--- src/sv/xmtc_pkg.sv ---
`timescale 1ns / 1ps
// xmtc_pkg: shared types, codes and keyword tables for the xml markup token classifier
// no dependencies; used by the interfaces, xmtc_char_class and xml_markup_token_classifier
package xmtc_pkg;

    localparam int CHAR_W   = 21;
    localparam int MODE_W   = 2;
    localparam int STATUS_W = 2;
    localparam int KIND_W   = 3;
    localparam int PHASE_W  = 3;
    localparam int KW_IDX_W = 3;

    // leading_mode codes
    localparam logic [MODE_W-1:0] MODE_STRICT  = 2'd0;
    localparam logic [MODE_W-1:0] MODE_SKIP_WS = 2'd1;
    localparam logic [MODE_W-1:0] MODE_RESYNC  = 2'd2;

    // status codes
    localparam logic [STATUS_W-1:0] ST_MORE  = 2'd0;
    localparam logic [STATUS_W-1:0] ST_DONE  = 2'd1;
    localparam logic [STATUS_W-1:0] ST_ERROR = 2'd2;

    // token kinds
    localparam logic [KIND_W-1:0] KIND_NONE     = 3'd0;
    localparam logic [KIND_W-1:0] KIND_WS       = 3'd1;
    localparam logic [KIND_W-1:0] KIND_PI       = 3'd2;
    localparam logic [KIND_W-1:0] KIND_START    = 3'd3;
    localparam logic [KIND_W-1:0] KIND_END      = 3'd4;
    localparam logic [KIND_W-1:0] KIND_DOCTYPE  = 3'd5;
    localparam logic [KIND_W-1:0] KIND_COMMENT  = 3'd6;
    localparam logic [KIND_W-1:0] KIND_CDATA    = 3'd7;

    // parse phases
    localparam logic [PHASE_W-1:0] PH_WAIT    = 3'd0;
    localparam logic [PHASE_W-1:0] PH_TYPE    = 3'd1;
    localparam logic [PHASE_W-1:0] PH_EXCL    = 3'd2;
    localparam logic [PHASE_W-1:0] PH_DOCTYPE = 3'd3;
    localparam logic [PHASE_W-1:0] PH_COMMENT = 3'd4;
    localparam logic [PHASE_W-1:0] PH_CDATA   = 3'd5;

    localparam logic [KW_IDX_W-1:0] KW_FIRST = 3'd1;
    localparam logic [KW_IDX_W-1:0] KW_LAST  = 3'd6;

    // ascii characters the parser looks for
    localparam logic [CHAR_W-1:0] CH_LT    = 21'h3C;
    localparam logic [CHAR_W-1:0] CH_QM    = 21'h3F;
    localparam logic [CHAR_W-1:0] CH_EXCL  = 21'h21;
    localparam logic [CHAR_W-1:0] CH_SLASH = 21'h2F;
    localparam logic [CHAR_W-1:0] CH_DASH  = 21'h2D;
    localparam logic [CHAR_W-1:0] CH_D     = 21'h44;
    localparam logic [CHAR_W-1:0] CH_LBRK  = 21'h5B;

    // per-character flags from the classifier
    typedef struct packed {
        logic is_lt;
        logic is_qm;
        logic is_excl;
        logic is_slash;
        logic is_dash;
        logic is_d;
        logic is_lbrk;
        logic is_ws;
        logic is_name_start;
    } char_flags_t;

    // letters of DOCTYPE and [CDATA[ by position
    function automatic logic [7:0] kw_char(input logic is_cdata,
                                           input logic [KW_IDX_W-1:0] idx);
        logic [7:0] ch;
        ch = 8'h00;
        if (is_cdata) begin
            case (idx)
                3'd0:    ch = 8'h5B; // [
                3'd1:    ch = 8'h43; // C
                3'd2:    ch = 8'h44; // D
                3'd3:    ch = 8'h41; // A
                3'd4:    ch = 8'h54; // T
                3'd5:    ch = 8'h41; // A
                3'd6:    ch = 8'h5B; // [
                default: ch = 8'h00;
            endcase
        end else begin
            case (idx)
                3'd0:    ch = 8'h44; // D
                3'd1:    ch = 8'h4F; // O
                3'd2:    ch = 8'h43; // C
                3'd3:    ch = 8'h54; // T
                3'd4:    ch = 8'h59; // Y
                3'd5:    ch = 8'h50; // P
                3'd6:    ch = 8'h45; // E
                default: ch = 8'h00;
            endcase
        end
        return ch;
    endfunction

endpackage

--- src/sv/xmtc_ifs.sv ---
`timescale 1ns / 1ps
// valid/ready channel interfaces for the xml markup token classifier
// depends on xmtc_pkg for field widths
interface xmtc_char_if;
    import xmtc_pkg::*;
    logic              valid;
    logic              ready;
    logic [CHAR_W-1:0] char_code;
    modport source (output valid, output char_code, input ready);
    modport sink   (input valid, input char_code, output ready);
endinterface

interface xmtc_token_if;
    import xmtc_pkg::*;
    logic                valid;
    logic                ready;
    logic [STATUS_W-1:0] status;
    logic [KIND_W-1:0]   token_kind;
    logic                char_consumed;
    modport source (output valid, output status, output token_kind, output char_consumed,
                    input ready);
    modport sink   (input valid, input status, input token_kind, input char_consumed,
                    output ready);
endinterface

interface xmtc_mode_if;
    import xmtc_pkg::*;
    logic              valid;
    logic              ready;
    logic [MODE_W-1:0] leading_mode;
    modport source (output valid, output leading_mode, input ready);
    modport sink   (input valid, input leading_mode, output ready);
endinterface

--- src/sv/xml_markup_token_classifier.sv ---
`timescale 1ns / 1ps
// xml_markup_token_classifier: top level, one code point in, one status item out
// depends on xmtc_pkg, the channel interfaces in xmtc_ifs.sv and xmtc_char_class
//
//  channel   | role   | payload                                 | moves
//  ----------+--------+-----------------------------------------+---------------------
//  char_ch   | sink   | char_code[20:0]                         | one code point
//  token_ch  | source | status[1:0], token_kind[2:0], consumed  | one result per char
//  mode_ch   | sink   | leading_mode[1:0]                       | register write
//
// one item per cycle while token_ch takes results; an item passes the input register, then the result register
// the parse step sits between the input register and the result register and
// updates the phase and keyword index when its item moves into the result register
// a stalled result register holds; the input register still takes an item when empty
// rst_n clears phase, keyword index, mode and both valid flags
module xml_markup_token_classifier (
    input  logic         clk,
    input  logic         rst_n,
    xmtc_char_if.sink    char_ch,
    xmtc_token_if.source token_ch,
    xmtc_mode_if.sink    mode_ch
);
    import xmtc_pkg::*;

    // input register
    logic              in_valid_reg;
    logic [CHAR_W-1:0] char_reg;

    // result register
    logic                out_valid_reg;
    logic [STATUS_W-1:0] status_reg;
    logic [KIND_W-1:0]   kind_reg;
    logic                used_reg;

    // parser state and mode
    logic [PHASE_W-1:0]  phase_reg;
    logic [PHASE_W-1:0]  phase_next;
    logic [KW_IDX_W-1:0] kw_idx_reg;
    logic [KW_IDX_W-1:0] kw_idx_next;
    logic [MODE_W-1:0]   mode_reg;
    logic [MODE_W-1:0]   mode_eff;

    logic [STATUS_W-1:0] status_next;
    logic [KIND_W-1:0]   kind_next;
    logic                used_next;

    char_flags_t flags;
    logic        kw_hit;
    logic        advance;

    xmtc_char_class u_class (
        .char_code (char_reg),
        .flags     (flags)
    );

    // step moves when the result register is free or being drained
    assign advance       = in_valid_reg && (!out_valid_reg || token_ch.ready);
    assign char_ch.ready = !in_valid_reg || advance;
    assign mode_ch.ready = 1'b1;

    assign token_ch.valid         = out_valid_reg;
    assign token_ch.status        = status_reg;
    assign token_ch.token_kind    = kind_reg;
    assign token_ch.char_consumed = used_reg;

    // reserved mode code behaves as strict
    assign mode_eff = (mode_reg == MODE_SKIP_WS || mode_reg == MODE_RESYNC) ? mode_reg
                                                                            : MODE_STRICT;

    // keyword letter match; index past the last letter never matches
    assign kw_hit = (kw_idx_reg <= KW_LAST) &&
                    (char_reg == {{(CHAR_W-8){1'b0}},
                                  kw_char(phase_reg == PH_CDATA, kw_idx_reg)});

    // parse step: defaults are error, back to waiting
    always_comb
    begin
        status_next = ST_ERROR;
        kind_next   = KIND_NONE;
        used_next   = 1'b0;
        phase_next  = PH_WAIT;
        kw_idx_next = '0;
        case (phase_reg)
            PH_WAIT:
            begin
                if (flags.is_lt) begin
                    status_next = ST_MORE;
                    used_next   = 1'b1;
                    phase_next  = PH_TYPE;
                end else if (mode_eff == MODE_RESYNC) begin
                    status_next = ST_MORE;
                    used_next   = 1'b1;
                end else if (flags.is_ws) begin
                    if (mode_eff == MODE_SKIP_WS) begin
                        status_next = ST_MORE;
                        used_next   = 1'b1;
                    end else begin
                        // whitespace token, left for the next stage
                        status_next = ST_DONE;
                        kind_next   = KIND_WS;
                    end
                end
            end
            PH_TYPE:
            begin
                if (flags.is_qm) begin
                    status_next = ST_DONE;
                    kind_next   = KIND_PI;
                    used_next   = 1'b1;
                end else if (flags.is_excl) begin
                    status_next = ST_MORE;
                    used_next   = 1'b1;
                    phase_next  = PH_EXCL;
                end else if (flags.is_name_start) begin
                    // first name char belongs to the tag name
                    status_next = ST_DONE;
                    kind_next   = KIND_START;
                end else if (flags.is_slash) begin
                    status_next = ST_DONE;
                    kind_next   = KIND_END;
                    used_next   = 1'b1;
                end
            end
            PH_EXCL:
            begin
                if (flags.is_d) begin
                    status_next = ST_MORE;
                    used_next   = 1'b1;
                    phase_next  = PH_DOCTYPE;
                    kw_idx_next = KW_FIRST;
                end else if (flags.is_dash) begin
                    status_next = ST_MORE;
                    used_next   = 1'b1;
                    phase_next  = PH_COMMENT;
                end else if (flags.is_lbrk) begin
                    status_next = ST_MORE;
                    used_next   = 1'b1;
                    phase_next  = PH_CDATA;
                    kw_idx_next = KW_FIRST;
                end
            end
            PH_COMMENT:
            begin
                if (flags.is_dash) begin
                    status_next = ST_DONE;
                    kind_next   = KIND_COMMENT;
                    used_next   = 1'b1;
                end
            end
            PH_DOCTYPE, PH_CDATA:
            begin
                if (kw_hit) begin
                    used_next = 1'b1;
                    if (kw_idx_reg == KW_LAST) begin
                        status_next = ST_DONE;
                        kind_next   = (phase_reg == PH_DOCTYPE) ? KIND_DOCTYPE : KIND_CDATA;
                    end else begin
                        status_next = ST_MORE;
                        phase_next  = phase_reg;
                        kw_idx_next = kw_idx_reg + KW_IDX_W'(1);
                    end
                end
            end
            default:
            begin
                // unreachable phase codes fall back to error and waiting
                status_next = ST_ERROR;
            end
        endcase
    end

    // control registers
    always_ff @(posedge clk or negedge rst_n)
    begin
        if (!rst_n) begin
            in_valid_reg  <= 1'b0;
            out_valid_reg <= 1'b0;
            phase_reg     <= PH_WAIT;
            kw_idx_reg    <= '0;
            mode_reg      <= MODE_STRICT;
        end else begin
            if (char_ch.ready) begin
                in_valid_reg <= char_ch.valid;
            end
            if (advance) begin
                out_valid_reg <= 1'b1;
                phase_reg     <= phase_next;
                kw_idx_reg    <= kw_idx_next;
            end else if (token_ch.ready) begin
                out_valid_reg <= 1'b0;
            end
            if (mode_ch.valid) begin
                mode_reg <= mode_ch.leading_mode;
            end
        end
    end

    // payload registers
    always_ff @(posedge clk)
    begin
        if (char_ch.valid && char_ch.ready) begin
            char_reg <= char_ch.char_code;
        end
        if (advance) begin
            status_reg <= status_next;
            kind_reg   <= kind_next;
            used_reg   <= used_next;
        end
    end

endmodule

--- src/sv/xmtc_char_class.sv ---
`timescale 1ns / 1ps
// xmtc_char_class: flags one code point (markup punctuation, whitespace, name start)
// depends on xmtc_pkg
module xmtc_char_class (
    input  logic [xmtc_pkg::CHAR_W-1:0] char_code,
    output xmtc_pkg::char_flags_t       flags
);
    import xmtc_pkg::*;

    always_comb
    begin
        flags.is_lt    = (char_code == CH_LT);
        flags.is_qm    = (char_code == CH_QM);
        flags.is_excl  = (char_code == CH_EXCL);
        flags.is_slash = (char_code == CH_SLASH);
        flags.is_dash  = (char_code == CH_DASH);
        flags.is_d     = (char_code == CH_D);
        flags.is_lbrk  = (char_code == CH_LBRK);
        flags.is_ws    = char_code inside {21'h20, 21'h09, 21'h0D, 21'h0A};
        flags.is_name_start = char_code inside {
            21'h3A, 21'h5F,
            [21'h41 : 21'h5A], [21'h61 : 21'h7A],
            [21'hC0 : 21'hD6], [21'hD8 : 21'hF6], [21'hF8 : 21'h2FF],
            [21'h370 : 21'h37D], [21'h37F : 21'h1FFF], [21'h200C : 21'h200D],
            [21'h2070 : 21'h218F], [21'h2C00 : 21'h2FEF], [21'h3001 : 21'hD7FF],
            [21'hF900 : 21'hFDCF], [21'hFDF0 : 21'hFFFD], [21'h10000 : 21'hEFFFF]
        };
    end

endmodule

--- src/flat_wrapper.sv ---
// flat-port wrapper written by rule: the top's interface ports become plain ports
module xml_markup_token_classifier_flat import xmtc_pkg::*;
  (clk, rst_n, char_ch_valid, char_ch_char_code, char_ch_ready, token_ch_valid, token_ch_status, token_ch_token_kind, token_ch_char_consumed, token_ch_ready, mode_ch_valid, mode_ch_leading_mode, mode_ch_ready);
  xmtc_char_if char_ch_i ();
  xmtc_token_if token_ch_i ();
  xmtc_mode_if mode_ch_i ();
  input  logic clk;
  input  logic rst_n;
  input wire logic [$bits(char_ch_i.valid)-1:0] char_ch_valid;
  input wire logic [$bits(char_ch_i.char_code)-1:0] char_ch_char_code;
  output wire logic [$bits(char_ch_i.ready)-1:0] char_ch_ready;
  output wire logic [$bits(token_ch_i.valid)-1:0] token_ch_valid;
  output wire logic [$bits(token_ch_i.status)-1:0] token_ch_status;
  output wire logic [$bits(token_ch_i.token_kind)-1:0] token_ch_token_kind;
  output wire logic [$bits(token_ch_i.char_consumed)-1:0] token_ch_char_consumed;
  input wire logic [$bits(token_ch_i.ready)-1:0] token_ch_ready;
  input wire logic [$bits(mode_ch_i.valid)-1:0] mode_ch_valid;
  input wire logic [$bits(mode_ch_i.leading_mode)-1:0] mode_ch_leading_mode;
  output wire logic [$bits(mode_ch_i.ready)-1:0] mode_ch_ready;
  assign char_ch_i.valid = char_ch_valid;
  assign char_ch_i.char_code = char_ch_char_code;
  assign char_ch_ready = char_ch_i.ready;
  assign token_ch_valid = token_ch_i.valid;
  assign token_ch_status = token_ch_i.status;
  assign token_ch_token_kind = token_ch_i.token_kind;
  assign token_ch_char_consumed = token_ch_i.char_consumed;
  assign token_ch_i.ready = token_ch_ready;
  assign mode_ch_i.valid = mode_ch_valid;
  assign mode_ch_i.leading_mode = mode_ch_leading_mode;
  assign mode_ch_ready = mode_ch_i.ready;
  xml_markup_token_classifier u_core (.clk(clk), .rst_n(rst_n), .char_ch(char_ch_i), .token_ch(token_ch_i), .mode_ch(mode_ch_i));
endmodule
--- config.mk ---
export PLATFORM = sky130hd
export DESIGN_NAME = xml_markup_token_classifier_flat
export DESIGN_NICKNAME = d
export VERILOG_FILES = /design/src/sv/xmtc_pkg.sv /design/src/sv/xmtc_ifs.sv /design/src/sv/xml_markup_token_classifier.sv /design/src/sv/xmtc_char_class.sv /design/src/flat_wrapper.sv
export SDC_FILE = /design/constraint.sdc
export NUM_CORES = 1
export LEC_CHECK = 0
export BUFFER_PORTS_ARGS = -buffer_cell sky130_fd_sc_hd__buf_4
export CAP_MARGIN = 20
export CORE_MARGIN = 4
export CORE_UTILIZATION = 50
export CTS_CLUSTER_SIZE = 12
export DETAILED_ROUTE_END_ITERATION = 8
export PLACE_DENSITY = 0.71
export RECOVER_POWER = 25
export SKIP_LAST_GASP = 1
export SLEW_MARGIN = 30
export SYNTH_ARGS = -nofsm -noshare
export SYNTH_HDL_FRONTEND = slang
export SYNTH_HIERARCHICAL = 1
export SYNTH_SLANG_ARGS = --single-unit
export TNS_END_PERCENT = 10
--- constraint.sdc ---
create_clock -name clk -period 3 [get_ports clk]
set_input_delay 0.75 -clock clk [delete_from_list [all_inputs] [get_ports clk]]
set_output_delay 0.75 -clock clk [all_outputs]
set_load 0.005 [all_outputs]
==> impl_metrics.py <==
metrics = {
    "grt": {
        "antenna_found_initial": 0,
        "grt_overflow": 0,
        "grtUsageMet2_pct": 34.9,
        "grt_pass1_wl_microns": 11900,
        "use_met1_pct": 31.7,
        "met3_usage_pct": 5.75,
        "grt_max_degree": 22,
        "top_usage_layer": "met2",
        "grt_use_total_pct": 23.0,
        "grt_pass1_vias": 2531,
    },
    "power": {
        "cellInternalPower_uw": 939,
        "total_power_mw": 1.30,
        "peakVddDrop_mv": 0.371,
        "powerDensity_nw_per_um2": 389,
        "p_switching_uw": 356,
        "combPwrFrac_pct": 16.9,
        "leakagePower_nw": 1.26,
        "power.share.clock_pct": 33.5,
        "seqPwrFrac_pct": 49.6,
        "swShare_pct": 27.5,
    },
    "place": {
        "gp_congestion": 0.953,
        "dp.cells": 416,
        "hpwl_microns": 5320,
        "place_ws_ns": 0.0596,
        "port_buffers": 35,
    },
    "timing": {
        "fin_crit_ns": 3.00,
        "finalSetupViolCount": 1,
        "finalWorstSetupSlack_ns": -0.00328,
        "max_slew_margin_pct": 59.7,
        "holdWs_ns": 0.410,
        "period_share_pct": 100,
        "skew_ns": 0.00703,
        "tightest_slew_ns": 0.600,
        "rsz0062_at_grt": "true",
        "hold_viol": 0,
        "slew_viol_final": 0,
        "max_freq_mhz": 333,
    },
    "critical_path": {
        "endpoint_kind": "flop",
        "worst_ep_required_time_ns": 3.04,
        "worstPathArrival_ns": 3.05,
        "path_cells": "or4_4 -> nor4b_4 -> nand3_2 -> buf_4 -> o22ai_1 -> nor4_1 -> nand4_1 -> nand2b_1 -> a21oi_1 -> nand2_1 -> o21ai_0 -> a21oi_1 -> o22a_1 -> nand2_1",
        "crit_family": "simple AND/OR/NAND/NOR gates",
        "cp_slowest_cell": "or4_4",
        "crit_buf_inv": 1,
        "path_max_fanout": 5,
        "critPathLaunchType": "flop",
        "path_class": "flop to flop",
        "critPathMaxStageDelay_ns": 0.58,
    },
    "clock_network": {
        "clk_pin_slew_ns": 0.08,
        "cts_tree": "done",
        "numCtsBuffers": 5,
        "ctsHoldBuffers": 0,
        "clock_latency_ns": 0.29,
        "cts_max_path_buffers": 2,
        "cts-root-buf": "clkbuf_8",
        "htreeDepth": 2,
        "clock_sinks": 37,
    },
    "min_path": {
        "hold_class": "input port to asynchronous set/reset pin",
    },
    "logic_synthesis": {
        "syn_avg_cell_area_sq_um": 8.90,
        "synth_cells": 310,
        "synth_edf_count": 27,
        "synth_nets": 339,
        "yosysSeqAreaShare_pct": 38.5,
        "yosysUniqueCellTypes": 70,
        "synthFlopType": "edfxtp_1",
        "yosys_warnings": 6,
        "netlist_area_sq_um": 2760,
        "ys_ff_latch": 37,
        "synthArstFlopShare_pct": 27.0,
    },
    "floorplanning": {
        "die_w_microns": 82.3,
        "core_area_sq_um": 5240,
        "start_util_pct": 52.7,
        "fp.dieH_microns": 82.3,
        "die_area_sq_um": 6770,
        "num_rows": 26,
        "io_pins": 37,
    },
    "detailed_routing": {
        "via_count": 2836,
        "routed_wl_microns": 7470,
        "first_pass_iters": 5,
        "drt.antenna.violating_nets": 0,
        "avgRoutedWirePerCell_microns": 17.5,
        "drc": 0,
        "drtIter0Drc": 419,
        "viasPerCell": 6.63,
    },
    "cells_and_area": {
        "area_delta_synth_final_pct": 20.8,
        "drive_above_1_share_pct": 23.5,
        "final_nets": 386,
        "largest_reg_flops": 21,
        "n_antenna_cell": 0,
        "layout.cells.non_filler": 428,
    },
    "status": {
        "violations": "negative setup slack",
        "outcome": "finished, violations left",
    },
    "flow_run": {
        "maxCapViolations": 0,
    },
}
[through the flow]
| stage | area (sq um) | setup TNS [ns] | utilization, % |
|---|---|---|---|
| floorplan | 2760 | 0 | - |
| global placement | 3170 | 0 | 60.5 |
| detailed placement | 3170 | 0 | 60.5 |
| CTS | 3280 | 0 | 62.6 |
| global route | 3330 | -0.533 | 63.6 |
| finish | 3330 | -0.00328 | 63.6 |
[logic make-up after synthesis]
family | Yosys count | synth area share, %
other | 1 | 0.136
AND/OR/NAND/NOR | 160 | 34.1
XOR/XNOR | 1 | 0.318
buffers and inverters | 30 | 4.85
flip-flops | 37 | 38.5
adder cells (fa/ha/maj) | 2 | 0.862
AO/OA/AOI/OAI | 79 | 21.3
[per-layer routing]
metal / share of wire [%] / vias to the layer above
met5: 0 / -
met1: 44 / 1306
li1: - / 1307
met2: 44 / 193
met3: 9.7 / 30
met4: 2.6 / 0
[power by group through the flow]
stage          Sequential (mW)  Combinational [mW]  Clock, mW
3_5_place_dp             0.652               0.213          0
3_3_place_gp             0.651               0.211          0
2_1_floorplan            0.630               0.141          0
4_1_cts                  0.640               0.215      0.441
5_1_grt                  0.648               0.243      0.471
6_report                 0.643               0.219      0.434
[timing repair]
item	4_1_cts	5_1_grt
gates resized for setup	0	5
setup buffers	0	4
endpoints found under the setup margin	0	8
[synth_stat cells, types with 7 or more instances]
master | count | share of area [%]
edfxtp_1 | 27 | 29
nand2_1 | 32 | 4.4
o211ai_1 | 7 | 1.9
nor3_1 | 18 | 3.3
a21oi_1 | 14 | 2.5
nand3_1 | 12 | 2.2
o21ai_0 | 9 | 1.6
nor2_1 | 21 | 2.9
clkbuf_1 | 10 | 1.4
a21o_1 | 7 | 1.9
dfrtp_1 | 10 | 9.1
nor4_1 | 19 | 4.3
inv_1 | 10 | 1.4
nand2b_1 | 7 | 1.6
[worst paths after layout]
check,from,to,slack [ns],cells after the start
worst max-delay path,u_core/char_reg[17],u_core/token_ch.char_consumed,-0.003,14
worst min-delay path,rst_n,u_core/mode_reg[0],0.41,1
worst max register to register,u_core/char_reg[17],u_core/token_ch.char_consumed,-0.003,14
worst min register to register,u_core/in_valid_reg,u_core/token_ch.valid,0.51,1
max in group asynchronous,rst_n,u_core/phase_reg[2],2.22,1
min in group clk,u_core/in_valid_reg,u_core/token_ch.valid,0.51,1
[final cells by class]
class / count / area (sq um)
sequential: 37 / 1060
clock buffer: 5 / 68.8
timing repair buffer: 59 / 439
clock inverter: 3 / 41.3
multi-input combinational: 243 / 1590
fill: 438 / 1900
inverter: 11 / 41.3
tap: 70 / 87.6
[worst reg2reg max path, stage by stage (launching register included)]
cell,delay [ns]
edfxtp_1,0.41
or4_4,0.58
nor4b_4,0.42
nand3_2,0.20
buf_4,0.20
o22ai_1,0.12
nor4_1,0.07
nand4_1,0.10
nand2b_1,0.11
a21oi_1,0.07
nand2_1,0.06
o21ai_0,0.08
a21oi_1,0.13
o22a_1,0.14
nand2_1,0.05
[cells in the final DEF (no fill, tap or decap), drive strengths merged, types with 3 or more instances in the layout]
cell type  count
nor2          21
edfxtp        27
clkbuf        15
and3           3
a21o           7
nand2         33
o22ai          3
nor3          19
dfrtp         10
and4           4
nand4b         3
nand4          6
and3b          3
nand2b         7
or3            4
a31oi          4
o31ai          6
inv           10
nor4          20
o211ai         8
and4b          3
nand3         12
a21oi         14
o21ai          9
buf           49
nand3b         4
nor3b          3
nor2b          6
Power figures use the tool's default switching activity.
